File: src/rtl/srr_pkg.sv
// Shared types and constants of the selective repeat receiver.
package srr_pkg;

  // Payload words carried by one data packet.
  localparam int PAY_WORDS = 5;

  // Default number of reorder slots.
  localparam int DEF_WINDOW_SLOTS = 16;

  // Width and reset value of the window register.
  localparam int WIN_W = 5;
  localparam logic [WIN_W-1:0] WINDOW_RESET = 5'd16;

  // Width of a sequence number.
  localparam int SEQ_W = 31;

  // Result kinds.
  localparam logic KIND_ACK  = 1'b0;
  localparam logic KIND_DATA = 1'b1;

  typedef logic [PAY_WORDS-1:0][31:0] payload_t;

  typedef struct packed {
    logic [SEQ_W-1:0]   seq_number;
    logic signed [31:0] ack_number;
    logic signed [31:0] packet_checksum;
    logic [31:0]        payload_word0;
    logic [31:0]        payload_word1;
    logic [31:0]        payload_word2;
    logic [31:0]        payload_word3;
    logic [31:0]        payload_word4;
  } in_word_t;

  typedef struct packed {
    logic               result_kind;
    logic [SEQ_W-1:0]   ack_seq;
    logic signed [31:0] ack_check;
    logic [31:0]        out_word0;
    logic [31:0]        out_word1;
    logic [31:0]        out_word2;
    logic [31:0]        out_word3;
    logic [31:0]        out_word4;
    logic               last_of_run;
  } out_word_t;

endpackage

File: src/rtl/srr_slot_ram.sv
// Reorder slot payload memory: one write port, one read port with registered data.
module srr_slot_ram #(
  parameter int DEPTH  = srr_pkg::DEF_WINDOW_SLOTS,
  parameter int ADDR_W = 4
) (
  input  logic              clk,
  input  logic              wr_en,
  input  logic [ADDR_W-1:0] wr_addr,
  input  srr_pkg::payload_t wr_data,
  input  logic              rd_en,
  input  logic [ADDR_W-1:0] rd_addr,
  output srr_pkg::payload_t rd_data
);

  srr_pkg::payload_t mem [DEPTH];
  srr_pkg::payload_t rd_data_r;

  always_ff @(posedge clk) begin
    if (wr_en) begin
      mem[wr_addr] <= wr_data;
    end
  end

  always_ff @(posedge clk) begin
    if (rd_en) begin
      rd_data_r <= mem[rd_addr];
    end
  end

  assign rd_data = rd_data_r;

endmodule

File: src/rtl/selective_repeat_receiver.sv
// Selective repeat receiver: checks packets, acknowledges them and delivers payloads in order.
//
// Before its first result a packet word is accepted, its payload bytes are summed word by
// word, the checksum is finished against the ack and sequence numbers while the sequence
// number is compared with the expected one, and then the packet is decided and its payload
// stored in the reorder memory. The block takes one packet at a time and stalls its input
// until that packet's results have all been handed to the output register. When a stored run
// becomes deliverable, each delivery needs one read of the payload memory, whose read data
// is registered; the first read is issued after the acknowledgement and each further one is
// issued ahead while the previous word leaves. Valid bits of the slots live in flip-flops,
// so no clearing pass runs after reset. The window register may be written at any time the
// block is idle; values of zero act as one and values above the slot count act as the count.
module selective_repeat_receiver #(
  parameter int WINDOW_SLOTS = srr_pkg::DEF_WINDOW_SLOTS
) (
  input  logic                       clk,
  input  logic                       rst_n,
  // Packet input channel.
  input  logic                       in_valid,
  output logic                       in_stall,
  input  srr_pkg::in_word_t          in_data,
  // Result channel.
  output logic                       out_valid,
  input  logic                       out_stall,
  output srr_pkg::out_word_t         out_data,
  // Window register write channel.
  input  logic                       cfg_valid,
  output logic                       cfg_ready,
  input  logic [srr_pkg::WIN_W-1:0]  cfg_wdata
);

  localparam int SLOT_W = (WINDOW_SLOTS > 1) ? $clog2(WINDOW_SLOTS) : 1;
  localparam logic [SLOT_W:0]   SLOTS_V   = (SLOT_W+1)'(WINDOW_SLOTS);
  localparam logic [SLOT_W-1:0] LAST_SLOT = SLOT_W'(WINDOW_SLOTS - 1);
  localparam logic [8:0]        SLOTS_W9  = 9'(WINDOW_SLOTS);

  // Sequencer states.
  localparam logic [2:0] ST_IDLE = 3'd0;
  localparam logic [2:0] ST_SUM  = 3'd1;
  localparam logic [2:0] ST_CHK  = 3'd2;
  localparam logic [2:0] ST_DEC  = 3'd3;
  localparam logic [2:0] ST_RD   = 3'd4;
  localparam logic [2:0] ST_DLV  = 3'd5;

  logic [2:0]                  state_r, state_nxt;
  srr_pkg::in_word_t           pkt_r;
  logic [4:0][9:0]             wsum_r;
  logic                        ok_r;
  logic                        old_r;
  logic [srr_pkg::SEQ_W-1:0]   diff_r;
  logic [srr_pkg::SEQ_W-1:0]   expected_r, expected_nxt;
  logic [SLOT_W-1:0]           exp_slot_r, exp_slot_nxt;
  logic [WINDOW_SLOTS-1:0]     valid_r, valid_nxt;
  logic [srr_pkg::WIN_W-1:0]   window_r;
  logic                        out_valid_r, out_valid_nxt;
  srr_pkg::out_word_t          out_r, out_nxt;

  logic                        in_acc;
  logic                        out_free;
  logic [4:0][9:0]             wsum;
  logic                        sum_ok;
  logic [8:0]                  win_eff;
  logic [SLOT_W:0]             slot_sum;
  logic [SLOT_W-1:0]           slot;
  logic [SLOT_W-1:0]           next_slot;
  logic                        more;
  logic                        ram_wr;
  logic                        ram_rd;
  logic [SLOT_W-1:0]           ram_rd_addr;
  srr_pkg::payload_t           ram_wdata;
  srr_pkg::payload_t           ram_rdata;
  srr_pkg::out_word_t          ack_word;
  srr_pkg::out_word_t          dlv_word;

  assign in_stall  = (state_r != ST_IDLE);
  assign in_acc    = in_valid && !in_stall;
  assign out_valid = out_valid_r;
  assign out_data  = out_r;
  assign out_free  = !out_valid_r || !out_stall;
  assign cfg_ready = 1'b1;

  // Byte sums of each payload word, every byte taken as a signed value.
  always_comb begin
    logic [31:0] w;
    wsum = '0;
    for (int i = 0; i < srr_pkg::PAY_WORDS; i++) begin
      case (i)
        0:       w = pkt_r.payload_word0;
        1:       w = pkt_r.payload_word1;
        2:       w = pkt_r.payload_word2;
        3:       w = pkt_r.payload_word3;
        default: w = pkt_r.payload_word4;
      endcase
      wsum[i] = {{2{w[7]}}, w[7:0]} + {{2{w[15]}}, w[15:8]}
              + {{2{w[23]}}, w[23:16]} + {{2{w[31]}}, w[31:24]};
    end
  end

  // Finish the checksum: the five word sums plus the ack and sequence numbers.
  always_comb begin
    logic [31:0] total;
    total = pkt_r.ack_number + {1'b0, pkt_r.seq_number};
    for (int i = 0; i < srr_pkg::PAY_WORDS; i++) begin
      total = total + {{22{wsum_r[i][9]}}, wsum_r[i]};
    end
    sum_ok = (total == pkt_r.packet_checksum);
  end

  // Effective window, clamped to at least one and at most the slot count.
  always_comb begin
    if (window_r == '0) begin
      win_eff = 9'd1;
    end else if (9'(window_r) > SLOTS_W9) begin
      win_eff = SLOTS_W9;
    end else begin
      win_eff = 9'(window_r);
    end
  end

  // Slot of the packet: the distance from the expected number is below the slot count,
  // so one conditional subtract reduces it.
  assign slot_sum = {1'b0, exp_slot_r} + {1'b0, diff_r[SLOT_W-1:0]};
  assign slot     = (slot_sum >= SLOTS_V) ? SLOT_W'(slot_sum - SLOTS_V) : slot_sum[SLOT_W-1:0];

  // The expected slot follows the expected number, which wraps to zero at its top.
  assign next_slot = ((exp_slot_r == LAST_SLOT) || (expected_r == '1)) ?
                     '0 : exp_slot_r + SLOT_W'(1);
  assign more      = valid_r[next_slot] && (next_slot != exp_slot_r);

  assign ram_wdata = {pkt_r.payload_word4, pkt_r.payload_word3, pkt_r.payload_word2,
                      pkt_r.payload_word1, pkt_r.payload_word0};

  always_comb begin
    ack_word             = '0;
    ack_word.result_kind = srr_pkg::KIND_ACK;
    ack_word.ack_seq     = pkt_r.seq_number;
    ack_word.ack_check   = {1'b0, pkt_r.seq_number} + 32'd1;
    ack_word.last_of_run = 1'b1;
  end

  always_comb begin
    dlv_word             = '0;
    dlv_word.result_kind = srr_pkg::KIND_DATA;
    dlv_word.ack_seq     = expected_r;
    dlv_word.out_word0   = ram_rdata[0];
    dlv_word.out_word1   = ram_rdata[1];
    dlv_word.out_word2   = ram_rdata[2];
    dlv_word.out_word3   = ram_rdata[3];
    dlv_word.out_word4   = ram_rdata[4];
    dlv_word.last_of_run = !more;
  end

  // Sequencer.
  always_comb begin
    state_nxt     = state_r;
    expected_nxt  = expected_r;
    exp_slot_nxt  = exp_slot_r;
    valid_nxt     = valid_r;
    out_valid_nxt = out_valid_r && out_stall;
    out_nxt       = out_r;
    ram_wr        = 1'b0;
    ram_rd        = 1'b0;
    ram_rd_addr   = exp_slot_r;
    case (state_r)
      ST_IDLE: begin
        if (in_acc) begin
          state_nxt = ST_SUM;
        end
      end
      ST_SUM: begin
        state_nxt = ST_CHK;
      end
      ST_CHK: begin
        state_nxt = ST_DEC;
      end
      ST_DEC: begin
        if (!ok_r) begin
          state_nxt = ST_IDLE;
        end else if (old_r) begin
          // Old packet: acknowledge again, nothing else.
          if (out_free) begin
            out_nxt       = ack_word;
            out_valid_nxt = 1'b1;
            state_nxt     = ST_IDLE;
          end
        end else if (diff_r >= 31'(win_eff)) begin
          state_nxt = ST_IDLE;
        end else if (valid_r[slot]) begin
          // Duplicate: the stored payload stays, only the acknowledgement goes out.
          if (out_free) begin
            out_nxt       = ack_word;
            out_valid_nxt = 1'b1;
            state_nxt     = ST_IDLE;
          end
        end else if (out_free) begin
          // New packet. Deliveries follow only if it fills the expected slot.
          out_nxt             = ack_word;
          out_nxt.last_of_run = (diff_r != '0);
          out_valid_nxt       = 1'b1;
          ram_wr              = 1'b1;
          valid_nxt[slot]     = 1'b1;
          state_nxt           = (diff_r == '0) ? ST_RD : ST_IDLE;
        end
      end
      ST_RD: begin
        ram_rd    = 1'b1;
        state_nxt = ST_DLV;
      end
      ST_DLV: begin
        if (out_free) begin
          out_nxt                 = dlv_word;
          out_valid_nxt           = 1'b1;
          valid_nxt[exp_slot_r]   = 1'b0;
          expected_nxt            = expected_r + 31'd1;
          exp_slot_nxt            = next_slot;
          // Fetch the next payload while this one leaves.
          ram_rd                  = more;
          ram_rd_addr             = next_slot;
          state_nxt               = more ? ST_DLV : ST_IDLE;
        end
      end
      default: begin
        state_nxt = ST_IDLE;
      end
    endcase
  end

  always_ff @(posedge clk) begin
    if (!rst_n) begin
      state_r     <= ST_IDLE;
      expected_r  <= '0;
      exp_slot_r  <= '0;
      valid_r     <= '0;
      window_r    <= srr_pkg::WINDOW_RESET;
      out_valid_r <= 1'b0;
    end else begin
      state_r     <= state_nxt;
      expected_r  <= expected_nxt;
      exp_slot_r  <= exp_slot_nxt;
      valid_r     <= valid_nxt;
      out_valid_r <= out_valid_nxt;
      if (cfg_valid && cfg_ready) begin
        window_r <= cfg_wdata;
      end
    end
  end

  // Payload and per-packet working registers.
  always_ff @(posedge clk) begin
    out_r <= out_nxt;
    if (in_acc) begin
      pkt_r <= in_data;
    end
    if (state_r == ST_SUM) begin
      wsum_r <= wsum;
    end
    if (state_r == ST_CHK) begin
      ok_r   <= sum_ok;
      old_r  <= (pkt_r.seq_number < expected_r);
      diff_r <= pkt_r.seq_number - expected_r;
    end
  end

  srr_slot_ram #(
    .DEPTH  (WINDOW_SLOTS),
    .ADDR_W (SLOT_W)
  ) u_slot_ram (
    .clk     (clk),
    .wr_en   (ram_wr),
    .wr_addr (slot),
    .wr_data (ram_wdata),
    .rd_en   (ram_rd),
    .rd_addr (ram_rd_addr),
    .rd_data (ram_rdata)
  );

endmodule

File: config.mk
export PLATFORM = sky130hd
export DESIGN_NAME = selective_repeat_receiver
export DESIGN_NICKNAME = d
export VERILOG_FILES = /design/src/rtl/srr_pkg.sv /design/src/rtl/srr_slot_ram.sv /design/src/rtl/selective_repeat_receiver.sv
export SDC_FILE = /design/constraint.sdc
export NUM_CORES = 2
export LEC_CHECK = 0
export ABC_AREA = 1
export BUFFER_PORTS_ARGS = -buffer_cell sky130_fd_sc_hd__buf_2
export CORE_ASPECT_RATIO = 0.5
export CORE_MARGIN = 2
export CORE_UTILIZATION = 45
export CTS_CLUSTER_SIZE = 30
export DETAILED_ROUTE_END_ITERATION = 8
export GPL_TIMING_DRIVEN = 0
export HOLD_SLACK_MARGIN = 0.05
export SYNTH_ARGS = -nofsm -noshare
export SYNTH_HDL_FRONTEND = slang
export SYNTH_SLANG_ARGS = --single-unit
File: constraint.sdc
create_clock -name clk -period 45.3 [get_ports clk]
set_input_delay 9.06 -clock clk [delete_from_list [all_inputs] [get_ports clk]]
set_output_delay 9.06 -clock clk [all_outputs]
set_load 0.1 [all_outputs]
; ---- Word level (Yosys, flattened, before mapping)
; Memories as Yosys holds them, arrays and structs flattened. A register that Yosys moved wholly into a read port is not among the register bits.
; Index checks and enable logic that the tools add are counted.
[op_classes]
addsub = 27
bitwise_logic = 3
n_reduce_logical = 21
eq_ne = 19
magnitude_cmp = 9
n_mux = 55
[op_table]
columns = cell, count
row1 = 225-bit two-way mux, 7
row2 = 225-bit case mux with 2 select lines, 1
row3 = 32-bit adder, 5
row4 = 16-bit two-way mux, 6
row5 = 10-bit adder, 5
row6 = 9-bit by 8-bit adder with 10-bit output, 5
row7 = 8-bit by 8-bit adder with 9-bit output, 5
row8 = 31-bit by 1-bit adder with 32-bit output (second input constant), 1
row9 = 32-bit by 31-bit adder with 32-bit output, 1
row10 = 32-bit equality test, 1
row11 = 16-bit case mux with 2 select lines, 1
row12 = 31-bit by 1-bit adder with 31-bit output (second input constant), 1
row13 = 31-bit equality test (second input constant), 1
row14 = 31-bit by 9-bit >= comparator with 1-bit output, 1
row15 = 31-bit logical NOT, 1
row16 = 31-bit less-than comparator, 1
row17 = 31-bit nonzero test, 1
row18 = 31-bit subtractor, 1
row19 = 3-bit two-way mux, 10
row20 = 3-bit case mux with 6 select lines, 1
row21 = 1-bit two-way mux, 17
row22 = 16-bit bitwise AND, 1
row23 = 4-bit two-way mux, 4
row24 = 16-bit NOT, 1
row25 = other kinds (32), 55
[totals]
n_memories = 1
reg_bits = 623
output_inout_bits = 228
word_cells = 166
in_bits = 265
mem_bits_rw = 2560
[mem_list]
columns = memory, words, width, read_ports, rd_ports_with_merged_regs, wr, line
row1 = u_slot_ram.mem, 16, 160, 1, 1, 1, srr_slot_ram.sv:15  ; srr_pkg::payload_t mem [DEPTH];

; ---- Longest topological paths before layout
[depth]
word_depth = 14
depth_mapped = 25
mapped_depth_nobuf = 25

; ---- Cells and area by module
; Synthesis repeated with hierarchy kept, for this count alone.
[unflattened]
hier_cells = 12873
hier_area_um2 = 145686.0
[by_module_without_submodules]
columns = module, area_each_um2, n_inst, seq_area_each_um2, cells_each
row1 = srr_slot_ram, 111336.8, 1, 81678.3, 9723
row2 = selective_repeat_receiver, 34349.2, 1, 18107.4, 3150

; ---- Worst setup path before layout
; Ideal clock, no wire load.
[synth_timing]
kind = in2reg
from = in out_stall
to = mem u_slot_ram.mem[2][0] (netlist bit), enable pin
path_buffers = 2
arrival_ns = 20.983
setup_slack_ns = 23.440
stages = 7
t_required_ns = 44.424
setup_ns = 0.876
path_cell_list = nand2_1 buf_1 nand2_1 nor3_1 nand2_1 clkbuf_1 nor3_1
[synth_between]
elab_chain_cells = 10
[synth_lines]
columns = element, line
row1 = from (decl), selective_repeat_receiver.sv:24  ; input logic out_stall,
row2 = 1-bit logical NOT, selective_repeat_receiver.sv:79  ; assign out_free = !out_valid_r || !out_stall;
row3 = 1-bit logical OR, selective_repeat_receiver.sv:79
row4 = 1-bit two-way mux, selective_repeat_receiver.sv:195  ; end else if (out_free) begin
row5 = 1-bit two-way mux, selective_repeat_receiver.sv:188  ; end else if (valid_r[slot]) begin
row6 = 1-bit two-way mux, selective_repeat_receiver.sv:186  ; end else if (diff_r >= 31'(win_eff)) begin
row7 = 1-bit two-way mux, selective_repeat_receiver.sv:179  ; end else if (old_r) begin
row8 = 1-bit two-way mux, selective_repeat_receiver.sv:177  ; if (!ok_r) begin
row9 = 1-bit two-way mux, selective_repeat_receiver.sv:164  ; case (state_r)
row10 = 1-bit two-way mux, srr_slot_ram.sv:19  ; if (wr_en) begin
row11 = 1-bit two-way mux (not written as such), srr_slot_ram.sv:20  ; mem[wr_addr] <= wr_data;
row12 = to (decl), srr_slot_ram.sv:15
; No other way between the ends.

; ---- Worst setup path after layout
[layout_timing]
from = in out_stall
to = reg u_slot_ram.rd_data_r (netlist bit u_slot_ram.rd_data[49]) (read register of u_slot_ram.mem) (data pin)
[layout_between]
elab_chain_cells = 4
word_cells_on_any_way = 6
classes_between = mux (4) / reduce/logical (2)
[layout_lines]
columns = element, line
row1 = 1-bit logical NOT *, selective_repeat_receiver.sv:79
row2 = 1-bit logical OR *, selective_repeat_receiver.sv:79
row3 = 1-bit two-way mux or 4-bit two-way mux (tied branches), n/a
row4 = 1-bit case mux with 2 select lines or 4-bit two-way mux (tied branches), n/a
row5 = to (decl), srr_slot_ram.sv:16  ; srr_pkg::payload_t rd_data_r;
; Every way passes the cells marked *; elsewhere a longest branch is shown, timed or not.
; A chain may end at the register's enable or synchronous reset.

==> summary.md <==
| Metric | Value |
|---|---|
| Simple-gate portion of the synthesized area | 8.78% |
| Critical path buffers and inverters | 6 |
| Outcome | complete, but fails checks |
| Num CTS Buffers | 306 |
| Postcts setup bufs | 0 |
| Complex-gate fraction of the synthesized area | a little over a tenth |
| Initial antenna violation count | 58 |
| Routed WL | around 500 mm |
| Syn Nets | 11,100 |
| IO Pins | 493 |
| RSZ-0062 raised after global routing | false |
| Largest family of logic cells by synthesized area | compound AO/OA/AOI/OAI gates |
| Placement Setup Slack | 31.73 ns |
| Clk_skew | roughly 0.11 ns |
| Residual DRC count | 0 |
| Tightest Pin Transition | about 1.6 ns |
| Syn Area/Cell | 13.2 µm² |
| Cts hold-fix bufs | 0 |
| Worst EP arrival | 13.52 ns |
| Worst-Skew Late Latency | 0.95 ns |
| Fmax | 78.2 MHz |
| Initial Util | 45.4% |
| Post-Synth XOR/XNOR Area | 1.02% |
| Clock sink total | 3,343 |
| EDFF count, synth | 3,283 |
| Post-DP HPWL | 368 mm |
| Wire per inst | about 32 µm |
| Fin. Hold Viols | 0 |
| Post-synthesis sequential area ratio | about 72% |
| CP delay by family, top | buffers and inverters |
| Post-synthesis mux area share | 0% |
| Initial DRT Pass Iterations | 8 |
| Path length in cells of the critical path | 11 |
| Gr usage total | 31.4% |
| CTS tree | done |
| Largest net degree at the start of global routing | 112 |
| Initial DRC Count | between 15,000 and 20,000 |
| Synth Area in Adders | 4.27% |
| Vias in the first global route | 89,100 |
| Seq cells post-synth | 3,343 |
| Most frequent cells in the layout | edfxtp_1 (3,283), nor2_1 (1,613), o21ai_0 (1,378) |
| Peak supply drop | 0.168 mV |
| Final worst slack | 32.51 ns |
| Hold_sp | expected_r[30] |
| Filler cell count in the final layout | 25,800 |
| Max-Slew Margin vs Limit | -7.85% |
| Startpoint Class | input port |
| Post-DR vias/cell | a little over 6 |
| CP Cell Sequence | buf_2 -> nand2_1 -> nand2_4 -> inv_4 -> buf_2 -> o21ai_4 -> clkbuf_2 -> buf_12 -> buf_1 -> nand3_1 -> o21ai_1 |
| Setup CP Type | in -> reg |
| Clk pin slew, worst setup/hold paths | 0.07 ns |
| CP Capture Type | flip-flop |
| Top cell by count, worst path | buf_2 |
| CP max stage cell | buf_1 |
| Synth Instances | 10,500 |
| DRT antenna net count | 0 |
| Reg power frac | 38.1% |
| Unique cell type count in the Yosys netlist | 61 |
| Reg2Reg Launch Point | wsum_r[29] |
| Via count | ~97,000 |
| Max cap viols | 7 |
| Post-synth top area share | 71.4% |
| RePlAce Congestion | 0.950 |
| Full die area | 0.312 mm² |
| Post-synthesis async set-or-reset flop share | 0% |
| Switching Share | 35.0% |
| Pwr dens | 58.8 mW/mm² |
| Nets | 12,200 |
| Crit-path max FO | 10 |
| Violated checks | max-capacitance violations, max-slew violations |
| Part of the cycle the worst path needs | 28.2% |
| GR Overflow Total | 0 |
| Core Footprint | 0.305 mm² |
| Max clock buf depth | 4 |
| Crit path largest cell delay | 0.95 ns |
| Port-buffer cells | ~490 |
| YS warnings | 0 |
| CP required | 46.02 ns |
| Ys flop type | edfxtp_1 |
| Final Max Slew Viols | 67 |
| Area Overhead vs Synth | 15.9% |
| Setup TNS | 0 ns |
| Commonest non-fill, non-tap cell in the layout | edfxtp_1 |
| FF-to-FF setup slack | 38.48 ns |
| Die height | 396 µm |
| Lkg Pwr | ~0.055 µW |
| Sw power | 3290 µW |
| Hold crit path type | reg -> reg |
| Clock root buffer | clkbuf_16 |
| Pint | 6110 µW |
| Hold Path Depth | 1 |
| First-pass GRT wire length | 691 mm |
| H-tree levels | 5 |
| Cell Area, Synth | between 0.1 and 0.15 mm² |
| Synth area leaders | edfxtp_1 (71%), o21ai_0 (5.0%), nor2_1 (4.4%) |
| Share of layout cells above drive strength 1 | between 10% and 20% |
| Die width | ~800 µm |
| Reg2reg path depth | 21 |
| Comb power frac | 34.3% |
| Final setup viols | 0 |
| CTS resizes | 0 |
| Clk network pwr share | roughly 28% |
| Post-synthesis cell type with the largest combined area | edfxtp_1 |
| Final min period | 12.79 ns |
| Critical path startpoint | out_stall |
| Num rows | 143 |
## routing by layer
layer | global-route usage (%) | share of wire, %
met1 | 43.9 | 38
met2 | 44.5 | 42
met3 | 10.2 | 14
met4 | 15.2 | 5.6
met5 | 0 | 0.043
## cells in the mapped netlist (97+ instances only)
master,instances
edfxtp_1,3283
nor2_1,1616
o21ai_0,1379
nand2_1,977
o22ai_1,489
clkbuf_1,356
inv_1,336
nand3_1,304
o21ai_1,251
fa_1,218
buf_2,203
a21oi_1,176
o221ai_1,160
ha_1,123
xor2_1,97
## cell type report
class                      instances  area, µm²  share of cell area, %
timing repair buffer             858       7090                   4.43
multi-input combinational       6164      34400                   21.5
clock inverter                   160       1460                  0.912
tap                             4060       5080                   3.17
sequential                      3343      99800                   62.3
buffer                           623       2790                   1.74
inverter                         347       1320                  0.825
antenna                           37       92.6                 0.0578
clock buffer                     378       8070                   5.04
## worst reg2reg max path, delay by kind of cell, from the launching register on
family | cells | cell delay [ns]
flip-flops | 1 | 0.43
adder cells (fa/ha/maj) | 5 | 3.17
AND/OR/NAND/NOR | 13 | 1.42
buffers and inverters | 2 | 0.82
AO/OA/AOI/OAI | 1 | 0.75
## power by group through the flow
stage / combinational [µW] / clock (µW) / sequential (µW)
floorplan: 2360 / 0 / 3610
global placement: 3160 / 0 / 3680
detailed placement: 3190 / 0 / 3650
CTS: 3220 / 2590 / 3590
global route: 3680 / 2710 / 3590
finish: 3230 / 2590 / 3590
## registers in the layout, summed over array words and instances (netlist names)
signal / cells
ack_word: 31
diff_r: 31
exp_slot_r: 4
expected_r: 31
ok_r: 1
old_r: 1
out_data: 225
out_valid: 1
pkt_r: 224
state_r: 3
u_slot_ram.mem: 2560
u_slot_ram.rd_data: 160
valid_r: 16
window_r: 5
wsum_r: 50
## kinds of logic (layout without fill, tap and decap cells)
family / after synthesis / count (layout)
adder cells (fa/ha/maj): 341 / 341
AND/OR/NAND/NOR: 3042 / 3042
other: 1 / 38
XOR/XNOR: 158 / 158
buffers and inverters: 970 / 2366
flip-flops: 3343 / 3343
AO/OA/AOI/OAI: 2622 / 2622
## worst paths after layout
kind,endpoint
worst max-delay path,u_slot_ram.rd_data[49]
worst min-delay path,expected_r[30]
worst max register to register,ok_r
worst min register to register,expected_r[30]
## stage by stage
| step | total power [µW] | util, % | hold WS, ns | std cells | area [µm²] |
|---|---|---|---|---|---|
| finish | 9410 | 52.6 | 0.465 | 16000 | 160000 |
| floorplan | 5970 | - | 0.426 | 10500 | 138000 |
| global route | 9970 | 52.5 | 0.482 | 15900 | 160000 |
| global placement | 6840 | 47.8 | 0.443 | 15000 | 146000 |
| CTS | 9400 | 52.5 | 0.460 | 15900 | 160000 |
| detailed placement | 6840 | 49.4 | 0.448 | 15400 | 150000 |
Note: power is estimated with default switching activity, not from simulation.
